`src/sv/pdcd_pkg.sv`:
```
package pdcd_pkg;

    localparam int PIX_BITS      = 32;
    localparam int IMG_W_BITS    = 13;
    localparam int MODE_BITS     = 2;
    localparam int CFG_IDX_BITS  = 4;
    localparam int CFG_DATA_BITS = 13;
    localparam int MAX_WIDTH_DEF = 4096;

    // Configuration register indexes.
    localparam logic [CFG_IDX_BITS-1:0] CFG_IMAGE_WIDTH  = 4'd0;
    localparam logic [CFG_IDX_BITS-1:0] CFG_CHANNEL_MODE = 4'd1;

    // Channel mode codes; any other code behaves as four channels.
    localparam logic [MODE_BITS-1:0] MODE_ONE_CHAN   = 2'd0;
    localparam logic [MODE_BITS-1:0] MODE_THREE_CHAN = 2'd1;

    localparam logic [IMG_W_BITS-1:0] IMG_W_RESET = 13'd1;
    localparam logic [MODE_BITS-1:0]  MODE_RESET  = MODE_THREE_CHAN;

    // One classified pixel, as the front end hands it on.
    typedef struct packed {
        logic [PIX_BITS-1:0] pix;
        logic                first_row;
        logic                col_zero;
        logic                last;
    } t_item;

    // Queue entry: the pixel together with the stored pixel above it.
    typedef struct packed {
        t_item               item;
        logic [PIX_BITS-1:0] above;
    } t_qent;

endpackage

```
`src/sv/pdcd_queue.sv`:
```
module pdcd_queue (
    input  logic            i_clk,
    input  logic            i_rst_n,
    input  logic            i_valid,
    output logic            o_ready,
    input  pdcd_pkg::t_qent i_ent,
    output logic            o_valid,
    output pdcd_pkg::t_qent o_ent,
    input  logic            i_ready
);

    localparam int DEPTH = 2;
    localparam int PW    = $clog2(DEPTH);
    localparam int CW    = $clog2(DEPTH + 1);

    pdcd_pkg::t_qent r_mem [DEPTH];
    logic [PW-1:0]   r_wp;
    logic [PW-1:0]   r_rp;
    logic [CW-1:0]   r_cnt;

    logic push;
    logic pop;

    assign o_ready = (r_cnt != CW'(DEPTH));
    assign o_valid = (r_cnt != '0);
    assign push    = i_valid && o_ready;
    assign pop     = o_valid && i_ready;
    assign o_ent   = r_mem[r_rp];

    always_ff @(posedge i_clk) begin
        if (!i_rst_n) begin
            r_wp  <= '0;
            r_rp  <= '0;
            r_cnt <= '0;
        end else begin
            if (push) begin
                r_wp <= r_wp + PW'(1);
            end
            if (pop) begin
                r_rp <= r_rp + PW'(1);
            end
            if (push && !pop) begin
                r_cnt <= r_cnt + CW'(1);
            end else if (pop && !push) begin
                r_cnt <= r_cnt - CW'(1);
            end
        end
    end

    always_ff @(posedge i_clk) begin
        if (push) begin
            r_mem[r_wp] <= i_ent;
        end
    end

endmodule

```
`config.mk`:
```
export PLATFORM = sky130hd
export DESIGN_NAME = pdcd_queue
export DESIGN_NICKNAME = d
export VERILOG_FILES = /design/src/sv/pdcd_pkg.sv /design/src/sv/pdcd_queue.sv
export SDC_FILE = /design/constraint.sdc
export NUM_CORES = 1
export LEC_CHECK = 0
export BUFFER_PORTS_ARGS = -buffer_cell sky130_fd_sc_hd__buf_4
export CAP_MARGIN = 20
export CELL_PAD_IN_SITES_DETAIL_PLACEMENT = 2
export CELL_PAD_IN_SITES_GLOBAL_PLACEMENT = 2
export CORE_UTILIZATION = 40
export DETAILED_ROUTE_END_ITERATION = 8
export PLACE_DENSITY = 0.89
export SLEW_MARGIN = 20
export SYNTH_ARGS = -nofsm -noshare
export SYNTH_HDL_FRONTEND = slang
export SYNTH_SLANG_ARGS = --single-unit
```
`constraint.sdc`:
```
create_clock -name i_clk -period 7.6 [get_ports i_clk]
set_input_delay 1.14 -clock i_clk [delete_from_list [all_inputs] [get_ports i_clk]]
set_output_delay 1.14 -clock i_clk [all_outputs]
set_load 0.03 [all_outputs]
```
==> results <==
- The flow ran to the end, and the final reports show no timing, DRC or antenna violations.
- The critical path data arrival time is ~2000 ps.
- The wire length after detailed routing is roughly 12,000 µm.
- Leaving out fill and tap cells, the most frequent cells in the layout are sky130_fd_sc_hd__buf_4 (140), sky130_fd_sc_hd__edfxtp_1 (134), sky130_fd_sc_hd__mux2_2 (67), sky130_fd_sc_hd__clkbuf_16 (17).
- In this run the most critical hold path is launched from r_rp.
- The sum of overflow across all layers after global routing is 0.
- The kind of end point of the critical path is a primary output.
- The largest total area in the synthesized netlist belongs to sky130_fd_sc_hd__edfxtp_1.
- In this run the power spent charging and discharging nets is roughly 800 µW.
- In this run, synthesis produced a sequential element count of roughly 140.
- Once detailed placement completed, the half-perimeter wirelength came to about 7500 µm.
- The top cell type's share of synthesized area is around 79%.
- The summed instance area of the synthesized netlist is approximately 5100 µm².
- The placeable core region is ~12,000 µm².
- The worst register-to-register path has a setup slack of ~5300 ps.
- In the final layout, the share of cells above drive strength 1 is about three fifths.
- The top-level I/O count is between 100 and 150.
- The starting utilization of the core area is roughly two fifths.
- After routing the design area is ~6900 µm².
- For this design the ratio of total power to cell area is 375 nW/µm².
- The highest clock frequency the design can meet is 319 MHz.
- The number of global-route vias before repair is roughly 3k.
- The hold violation count in the final report is 0.
- The first global-routing pass estimated about 17,000 µm of wire.
- For the worst-skew pair, the clock arrives at the later sink with an insertion delay of around 420 ps.
- Across every metal layer, demand over resource in global routing totals 18.9%.
- The routed via count divided by cell count is 4.70.
- The worst IR drop on VDD is 0.251 mV.
- The clock-pin transition on the worst setup and hold timing paths is about 50 ps.
- The DRC violation total after the first TritonRoute iteration is about 140.
- In this run the worst path has a maximum fanout of 67.
- Counting instances, the worst hold path has a depth of 2.
- For the pin with the worst max-slew slack, the measured transition is a little under 1000 ps.
- At the worst endpoint, the required time is 6460 ps.
- The first detailed-routing pass ran for 4 iterations.
- The count of distinct cell types in the synthesized netlist is 21.
- The H-tree generated during clock tree synthesis spans 4 levels.
- The detail route stage leaves a number of antenna-violating nets equal to 0.
- The share of total power dissipated in sequential elements is 40.3%.
- The root cell of the clock tree is sky130_fd_sc_hd__clkbuf_16.
- The worst clock skew on the final layout is ~5.3 ps.
- The number of inserted diodes is 0.
- The initial antenna violation count came to 0.
- Setup repair after global routing left no endpoint under its margin.
- The critical path is of the register to primary output type.
- The overall die area is 13,100 µm².
- The number of buffers created by CTS is 17.
- The max-cap check violation count is 0.
- The destination of the worst hold path is r_rp.
- The average footprint of a synthesized cell is around 22 µm².
- The class of the tightest hold or removal check is register to register.
- After synthesis, flip-flops and latches occupy 81.2% of the total area.
- Counting every net in the synthesized netlist gives 304.
- The number of instances in the synthesized netlist is ~230.
- The worst slew slack as a fraction of its limit is between 30% and 40%.
- Counting cells, the worst reg-to-reg path comes to 4.
- Summing over every cut layer, the via total after detailed routing is between 2k and 3k.
- The total negative setup slack is 0 ps.
- The total internal power is 1780 µW.
- The post-route fraction of the period consumed by the critical path is slightly above 40%.
- The time the final worst path needs with I/O delays and setup is 3140 ps.
- The count of final max-slew check failures is 0.
- The total power is 2580 µW.
- The startpoint type of the worst setup path is a register.
- The detailed-route wire length per cell is 20.4 µm.
- The most common cell after layout, fill and taps aside is sky130_fd_sc_hd__buf_4.
- The y dimension of the die is between 100 and 150 µm.
- For this run, the post-layout net count is ~460.
- The setup-violating endpoint count in the final report is 0.
- The worst hold margin is 596 ps.
- By area the synthesized netlist is led by sky130_fd_sc_hd__edfxtp_1 (79%), sky130_fd_sc_hd__mux2_2 (15%), sky130_fd_sc_hd__dfxtp_1 (2.0%).
- Per report_power, the combinational group accounts for about 28% of the total.
- After clock tree synthesis, the flow added hold-fix buffers numbering 0.
- Input and output buffers added on the ports amount to 139.
- After clock tree synthesis, the repair step resized 0 gates.
- In this run the critical register-to-register path is captured at r_mem[0][22].
- In this run the deepest clock path goes through 2 buffers.
- The number of filler cells placed in the layout is between 1k and 1.5k.
- The number of buffers added for setup after CTS is 0.
- Counting every sink on the clock net gives 139.
- The last weighted congestion value of the routability-driven placer is around 0.66.
- For this run, design rule violations remaining after detail routing come to 0.
- The fraction of power consumed by the clock network is a little under a third.
- The area of placed instances is 6290 µm².
- The static leakage power is between 0.002 and 0.003 µW.
- The number of warnings issued by yosys is 0.
- The CTS tree is done.
- The layout overhead on the synthesized area is 35.4%.
- After floorplanning, the core was divided into 40 placement rows.
- The x dimension of the die is ~110 µm.
- The source of the worst register-to-register timing path is r_cnt[0].
- Entering global routing, the biggest net connects between 60 and 70 pins.
- The fraction of power spent switching nets is between 30 and 40%.
registers in the layout, summed over array words and instances, names as in the netlist, named ones only:
register,count
r_cnt,2
r_mem,134
r_rp,1
r_wp,1
worst max-delay path by stage:
stage | start | to | slack (ps) | depth (start not counted)
detailed placement | i_valid | r_mem[0][22] | 4680 | 4
floorplan | i_valid | r_mem[1][0] | 4410 | 1
CTS | register | o_ent[55] | 4400 | 2
finish | register | o_ent[35] | 4460 | 2
global route | register | o_ent[17] | 4360 | 2
global placement | i_valid | r_mem[0][16] | 4780 | 4
cells in the mapped netlist, drive strengths merged:
master / instances
a21bo: 1
a21boi: 2
and2: 4
and3: 1
buf: 7
dfxtp: 5
edfxtp: 134
ha: 1
inv: 1
mux2: 67
nand2b: 1
nand3b: 1
o21ai: 2
or2: 1
or3: 1
xnor2: 2
xor2: 1
per-layer routing:
metal,wire length (µm),vias up,GRT usage (%)
met5,0,-,0
met4,137,0,7.79
met3,643,12,6.88
met2,6530,94,34.8
met1,4190,1331,19.2
li1,-,1219,-
worst max-delay path, cell delays in order, from the launching register on:
cell,delay [ps]
sky130_fd_sc_hd__dfxtp_4,930
sky130_fd_sc_hd__mux2_2,430
sky130_fd_sc_hd__buf_4,170
power groups by stage:
stage	sequential [µW]	combinational [µW]	clock (µW)
global placement	1050	705	0
global route	1060	758	862
finish	1040	723	816
CTS	1050	736	838
detailed placement	1060	729	0
floorplan	998	514	0
cell type report:
| class | instances | area [µm²] | area share, % |
|---|---|---|---|
| clock inverter | 12 | 149 | 2.17 |
| timing repair buffer | 140 | 1050 | 15.3 |
| multi-input combinational | 85 | 898 | 13.1 |
| sequential | 139 | 4130 | 60.0 |
| clock buffer | 20 | 437 | 6.35 |
| inverter | 1 | 3.75 | 0.0546 |
| tap | 168 | 210 | 3.06 |
per-stage QoR:
step / util [%] / worst slack [ps] / cells
after detailed placement: 51.5 / 4680 / 533
final: 56.3 / 4460 / 565
after global placement: 51.5 / 4780 / 533
after CTS: 56.3 / 4400 / 565
after global routing: 56.3 / 4360 / 565
after floorplan: - / 4410 / 232
logic make-up after synthesis:
group | share of synthesized area (%)
xor gates and xnor gates | 0.518
AOI/OAI and AO/OA | 0.690
and+or+nand+nor | 1.28
buffers and inverters | 1.18
adders and majority gates | 0.246
muxes | 14.9
DFF | 81.2
No activity file was read; power rests on OpenSTA's default activity.
