$ cat src/sv/pdcd_pkg.sv
package pdcd_pkg;

    localparam int PIX_BITS      = 32;
    localparam int IMG_W_BITS    = 13;
    localparam int MODE_BITS     = 2;
    localparam int CFG_IDX_BITS  = 4;
    localparam int CFG_DATA_BITS = 13;
    localparam int MAX_WIDTH_DEF = 4096;

    // Configuration register indexes.
    localparam logic [CFG_IDX_BITS-1:0] CFG_IMAGE_WIDTH  = 4'd0;
    localparam logic [CFG_IDX_BITS-1:0] CFG_CHANNEL_MODE = 4'd1;

    // Channel mode codes; any other code behaves as four channels.
    localparam logic [MODE_BITS-1:0] MODE_ONE_CHAN   = 2'd0;
    localparam logic [MODE_BITS-1:0] MODE_THREE_CHAN = 2'd1;

    localparam logic [IMG_W_BITS-1:0] IMG_W_RESET = 13'd1;
    localparam logic [MODE_BITS-1:0]  MODE_RESET  = MODE_THREE_CHAN;

    // One classified pixel, as the front end hands it on.
    typedef struct packed {
        logic [PIX_BITS-1:0] pix;
        logic                first_row;
        logic                col_zero;
        logic                last;
    } t_item;

    // Queue entry: the pixel together with the stored pixel above it.
    typedef struct packed {
        t_item               item;
        logic [PIX_BITS-1:0] above;
    } t_qent;

endpackage

$ cat src/sv/pdcd_back.sv
module pdcd_back (
    input  logic                           i_clk,
    input  logic                           i_rst_n,
    input  logic                           i_valid,
    output logic                           o_ready,
    input  pdcd_pkg::t_qent                i_ent,
    input  logic [pdcd_pkg::MODE_BITS-1:0] i_mode,
    output logic                           o_valid,
    output logic [pdcd_pkg::PIX_BITS-1:0]  o_res,
    output logic                           o_last,
    input  logic                           i_ready
);

    logic                          r_valid;
    logic [pdcd_pkg::PIX_BITS-1:0] r_res;
    logic                          r_last;
    logic [pdcd_pkg::PIX_BITS-1:0] r_pvd;

    logic                          accept;
    logic [pdcd_pkg::PIX_BITS-1:0] above;
    logic [pdcd_pkg::PIX_BITS-1:0] prev;
    logic [pdcd_pkg::PIX_BITS-1:0] vdiff;
    logic [pdcd_pkg::PIX_BITS-1:0] val;
    logic [pdcd_pkg::PIX_BITS-1:0] res;

    assign o_ready = !r_valid || i_ready;
    assign accept  = i_valid && o_ready;

    always_comb begin
        above = i_ent.item.first_row ? '0 : i_ent.above;
        prev  = i_ent.item.col_zero ? '0 : r_pvd;
        for (int k = 0; k < 4; k++) begin
            vdiff[8*k +: 8] = i_ent.item.pix[8*k +: 8] - above[8*k +: 8];
            val[8*k +: 8]   = vdiff[8*k +: 8] - prev[8*k +: 8];
        end
        case (i_mode)
            pdcd_pkg::MODE_ONE_CHAN: begin
                res = {24'd0, val[7:0]};
            end
            pdcd_pkg::MODE_THREE_CHAN: begin
                res = {8'd0, val[23:16] - val[15:8], val[15:8], val[7:0] - val[15:8]};
            end
            default: begin
                res = {val[31:24], val[23:16] - val[15:8], val[15:8],
                       val[7:0] - val[15:8]};
            end
        endcase
    end

    always_ff @(posedge i_clk) begin
        if (!i_rst_n) begin
            r_valid <= 1'b0;
            r_pvd   <= '0;
        end else begin
            if (accept) begin
                r_valid <= 1'b1;
                r_pvd   <= vdiff;
            end else if (i_ready) begin
                r_valid <= 1'b0;
            end
        end
    end

    always_ff @(posedge i_clk) begin
        if (accept) begin
            r_res  <= res;
            r_last <= i_ent.item.last;
        end
    end

    assign o_valid = r_valid;
    assign o_res   = r_res;
    assign o_last  = r_last;

endmodule

$ cat config.mk
export PLATFORM = sky130hd
export DESIGN_NAME = pdcd_back
export DESIGN_NICKNAME = d
export VERILOG_FILES = /design/src/sv/pdcd_pkg.sv /design/src/sv/pdcd_back.sv
export SDC_FILE = /design/constraint.sdc
export NUM_CORES = 1
export LEC_CHECK = 0
export BUFFER_PORTS_ARGS = -buffer_cell sky130_fd_sc_hd__buf_2
export CELL_PAD_IN_SITES_DETAIL_PLACEMENT = 1
export CELL_PAD_IN_SITES_GLOBAL_PLACEMENT = 1
export CORE_MARGIN = 1
export CORE_UTILIZATION = 40
export CTS_BUF_LIST = sky130_fd_sc_hd__clkbuf_4
export CTS_CLUSTER_SIZE = 30
export DETAILED_ROUTE_END_ITERATION = 6
export PLACE_DENSITY_LB_ADDON = 0.1
export SLEW_MARGIN = 20
export SYNTH_ARGS = -nofsm -noshare
export SYNTH_HDL_FRONTEND = slang
export SYNTH_SLANG_ARGS = --single-unit
$ cat constraint.sdc
create_clock -name i_clk -period 12.85 [get_ports i_clk]
set_input_delay 1.285 -clock i_clk [delete_from_list [all_inputs] [get_ports i_clk]]
set_output_delay 1.285 -clock i_clk [all_outputs]
set_load 0.03 [all_outputs]
==> metrics <==
Post-synth EDFFs 33; number of max-cap violations 0; total track usage 0.1886; RSZ-0062 raised after global routing false; Fin Clk Skew around 0.027 ns; clock-pin slew on the worst setup and hold paths 0.14 ns; Vias 4350; syn avg cell area 9.172 µm²; Initial Util 0.4132; ys async rst share 0; PostCTS Resize Cnt 0; CTS max path bufs 2; Mapped Area between 5000 and 6000 µm²; Seq cells post-synth 66; DR iter-0 viols approximately 160; cell count after synthesis roughly 600; Synth Net Count 751; Slew Viols, Final 0; clock latency at the later pin of the worst-skew pair 0.44 ns; Max Fclk ~170 MHz; Die W around 120 µm; final WL 12.76 mm; fillers 1607; Post-Route Setup TNS 0 ns; Max stage delay on crit path about 0.5 ns; antenna violations before repair 0; VDD IR max between 0.00008 and 0.00009 V; largest net degree at the start of global routing 39; share of cells above drive strength 1 0.1907; area delta synth->final 15.65%; Seq/Total Area, Yosys 0.3006; worst hold path class reg -> reg; crit path launch i_ent[34]; slew margin rel. 0.5478; Place WS 6.497 ns; grt ovf 0; chip height about 120 µm; Final period util 0.4551; endpoints failing hold 0; Port Buffers approximately 110; reg-to-reg setup timing slack around 8.6 ns; CP endpoint kind flop; YS warnings 0; Final Worst Setup Slack 7.002 ns; DRC 0; vias in the first global route 4404; RePlAce Congestion 0.8297; Static Leak 2.924 nW; row count 42; CTS tree built; die area 14210 µm²; Slew @ Worst Pin between 0.6 and 0.7 ns; Final nets 855; last element of the critical path o_res[23]; CTS buffer count 9; Critical Path Fanout Max 32; CP cell instances buf_2, nor2b_1, ha_1, inv_1, fa_1, ha_1, a21o_1, a21oi_1, xor2_1, inv_1, fa_1, inv_1, ha_1, nand2_1, o21ai_0, nor4_1, nor3_1, xnor2_1, xnor3_1, xor2_1, nor2_1; cts hold-fix bufs 0; postcts setup bufs 0; Worst setup SP type primary input; worst r2r path cells 18; Core Region 13300 µm²; post-synth cell types a little over 40; clock root cell clkbuf_4; Pwr per Cell Area 175.4 nW/µm²; WL per Instance 14.44 µm; Critical Path RT 13.04 ns; hold slack between 0.4 and 0.5 ns; Diodes inserted 0; Worst R2R End o_res[23]; outcome finished clean; prevailing post-synth register cell edfxtp_1; H-Tree Depth 3; critical path class in -> reg; Setup-failing EPs final 0; Crit-path slowest cell fa_1; fin crit period 5.848 ns; Worst Path Arrival 6.04 ns; final antenna-violating net count 0; Final Util 0.4779; post-DP HPWL 9.875 mm; routed vias/inst 4.921; Critical R2R Launch r_pvd[8]; Sink Count 66; first-pass GRT wire length 21.07 mm; IO Count 108; drt first pass iters 4
==> worst max-delay path: cells and delay by family <==
family | cells | cell delay [ns]
compound gates | 3 | 0.77
xor+xnor | 4 | 1.00
fa+ha+maj | 5 | 1.79
buf+inv | 4 | 0.65
simple gates | 5 | 0.54
==> through the flow <==
| stage | cells | area [µm²] | total power [mW] |
|---|---|---|---|
| 2_1_floorplan | 599 | 5494 | 0.8073 |
| 3_3_place_gp | 868 | 6207 | 0.9441 |
| 3_5_place_dp | 868 | 6207 | 0.9694 |
| 4_1_cts | 884 | 6349 | 1.126 |
| 5_1_grt | 884 | 6354 | 1.202 |
| 6_report | 884 | 6354 | 1.115 |
==> kinds of logic after synthesis <==
group                    share of synthesized area
AND/OR/NAND/NOR                             0.1977
multiplexers                               0.02277
XOR/XNOR                                    0.1061
adder cells (fa/ha/maj)                     0.1977
buffers and inverters                      0.04441
flip-flops                                  0.3006
AO/OA/AOI/OAI                               0.1307
==> area by class of cell <==
class | instances | area [µm²] | area share
Multi-Input combinational cell | 468 | 3606 | 0.5675
Clock buffer | 9 | 67.56 | 0.01063
Inverter | 49 | 183.9 | 0.02895
Clock inverter | 7 | 73.82 | 0.01162
Timing Repair Buffer | 109 | 550.5 | 0.08665
Tap cell | 176 | 220.2 | 0.03466
Sequential cell | 66 | 1652 | 0.2599
==> per-layer routing <==
metal / GRT usage / up-vias / routed length, µm
met1: 0.2479 / 2058 / 6171
li1: - / 2209 / -
met4: 0.04747 / 0 / 130
met5: 0 / - / 0
met2: 0.3230 / 73 / 6099
met3: 0.02730 / 10 / 361
==> cell usage after synthesis (10+ instances only) <==
cell type / number / area share
xnor2_1: 38 / 0.061
a21boi_0: 17 / 0.023
nor2_1: 37 / 0.025
edfxtp_1: 33 / 0.18
fa_1: 13 / 0.047
clkbuf_1: 11 / 0.0075
nand2b_1: 51 / 0.058
and2_1: 10 / 0.011
inv_1: 48 / 0.033
nor2b_1: 38 / 0.043
o21ai_0: 24 / 0.022
xor2_1: 19 / 0.030
dfxtp_1: 33 / 0.12
a21o_1: 15 / 0.020
a21oi_1: 26 / 0.024
ha_1: 66 / 0.15
nand2_1: 51 / 0.035
==> sequential cells by signal, indices dropped and copies added (netlist names) <==
register,cells
o_res,32
o_valid,1
o_last,1
r_pvd,32
==> layout by cell type (no fill, tap or decap), types with 7 or more instances in the layout <==
| cell | instances |
|---|---|
| a21o_1 | 15 |
| mux2i_1 | 8 |
| nand2_1 | 51 |
| inv_1 | 48 |
| xnor2_1 | 38 |
| o21ai_0 | 24 |
| a21boi_0 | 17 |
| dfxtp_1 | 33 |
| fa_1 | 13 |
| nor2b_1 | 38 |
| nor2_1 | 36 |
| buf_2 | 107 |
| edfxtp_1 | 33 |
| a21oi_1 | 26 |
| xor2_1 | 19 |
| o21bai_1 | 7 |
| ha_1 | 66 |
| nand2b_1 | 51 |
| clkbuf_4 | 9 |
| and2_1 | 10 |
==> where the power goes <==
| part | total (mW) | internal (mW) | switching, mW | leakage, nW |
|---|---|---|---|---|
| clock network | 0.152 | 0.0607 | 0.0910 | 0.0771 |
| logic | 0.663 | 0.279 | 0.384 | 2.25 |
| registers | 0.300 | 0.288 | 0.0118 | 0.598 |
| total | 1.11 | 0.627 | 0.487 | 2.92 |
==> how the worst min path moves through the flow <==
stage	startpoint	to	cells after the start
after floorplan	r_pvd[17]	r_pvd[17]	2
after global placement	r_pvd[7]	r_pvd[7]	2
after CTS	r_pvd[28]	r_pvd[28]	2
final	r_pvd[28]	r_pvd[28]	2
after global routing	r_pvd[7]	r_pvd[7]	2
after detailed placement	r_pvd[28]	r_pvd[28]	2
No activity file was read; power rests on OpenSTA's default activity.
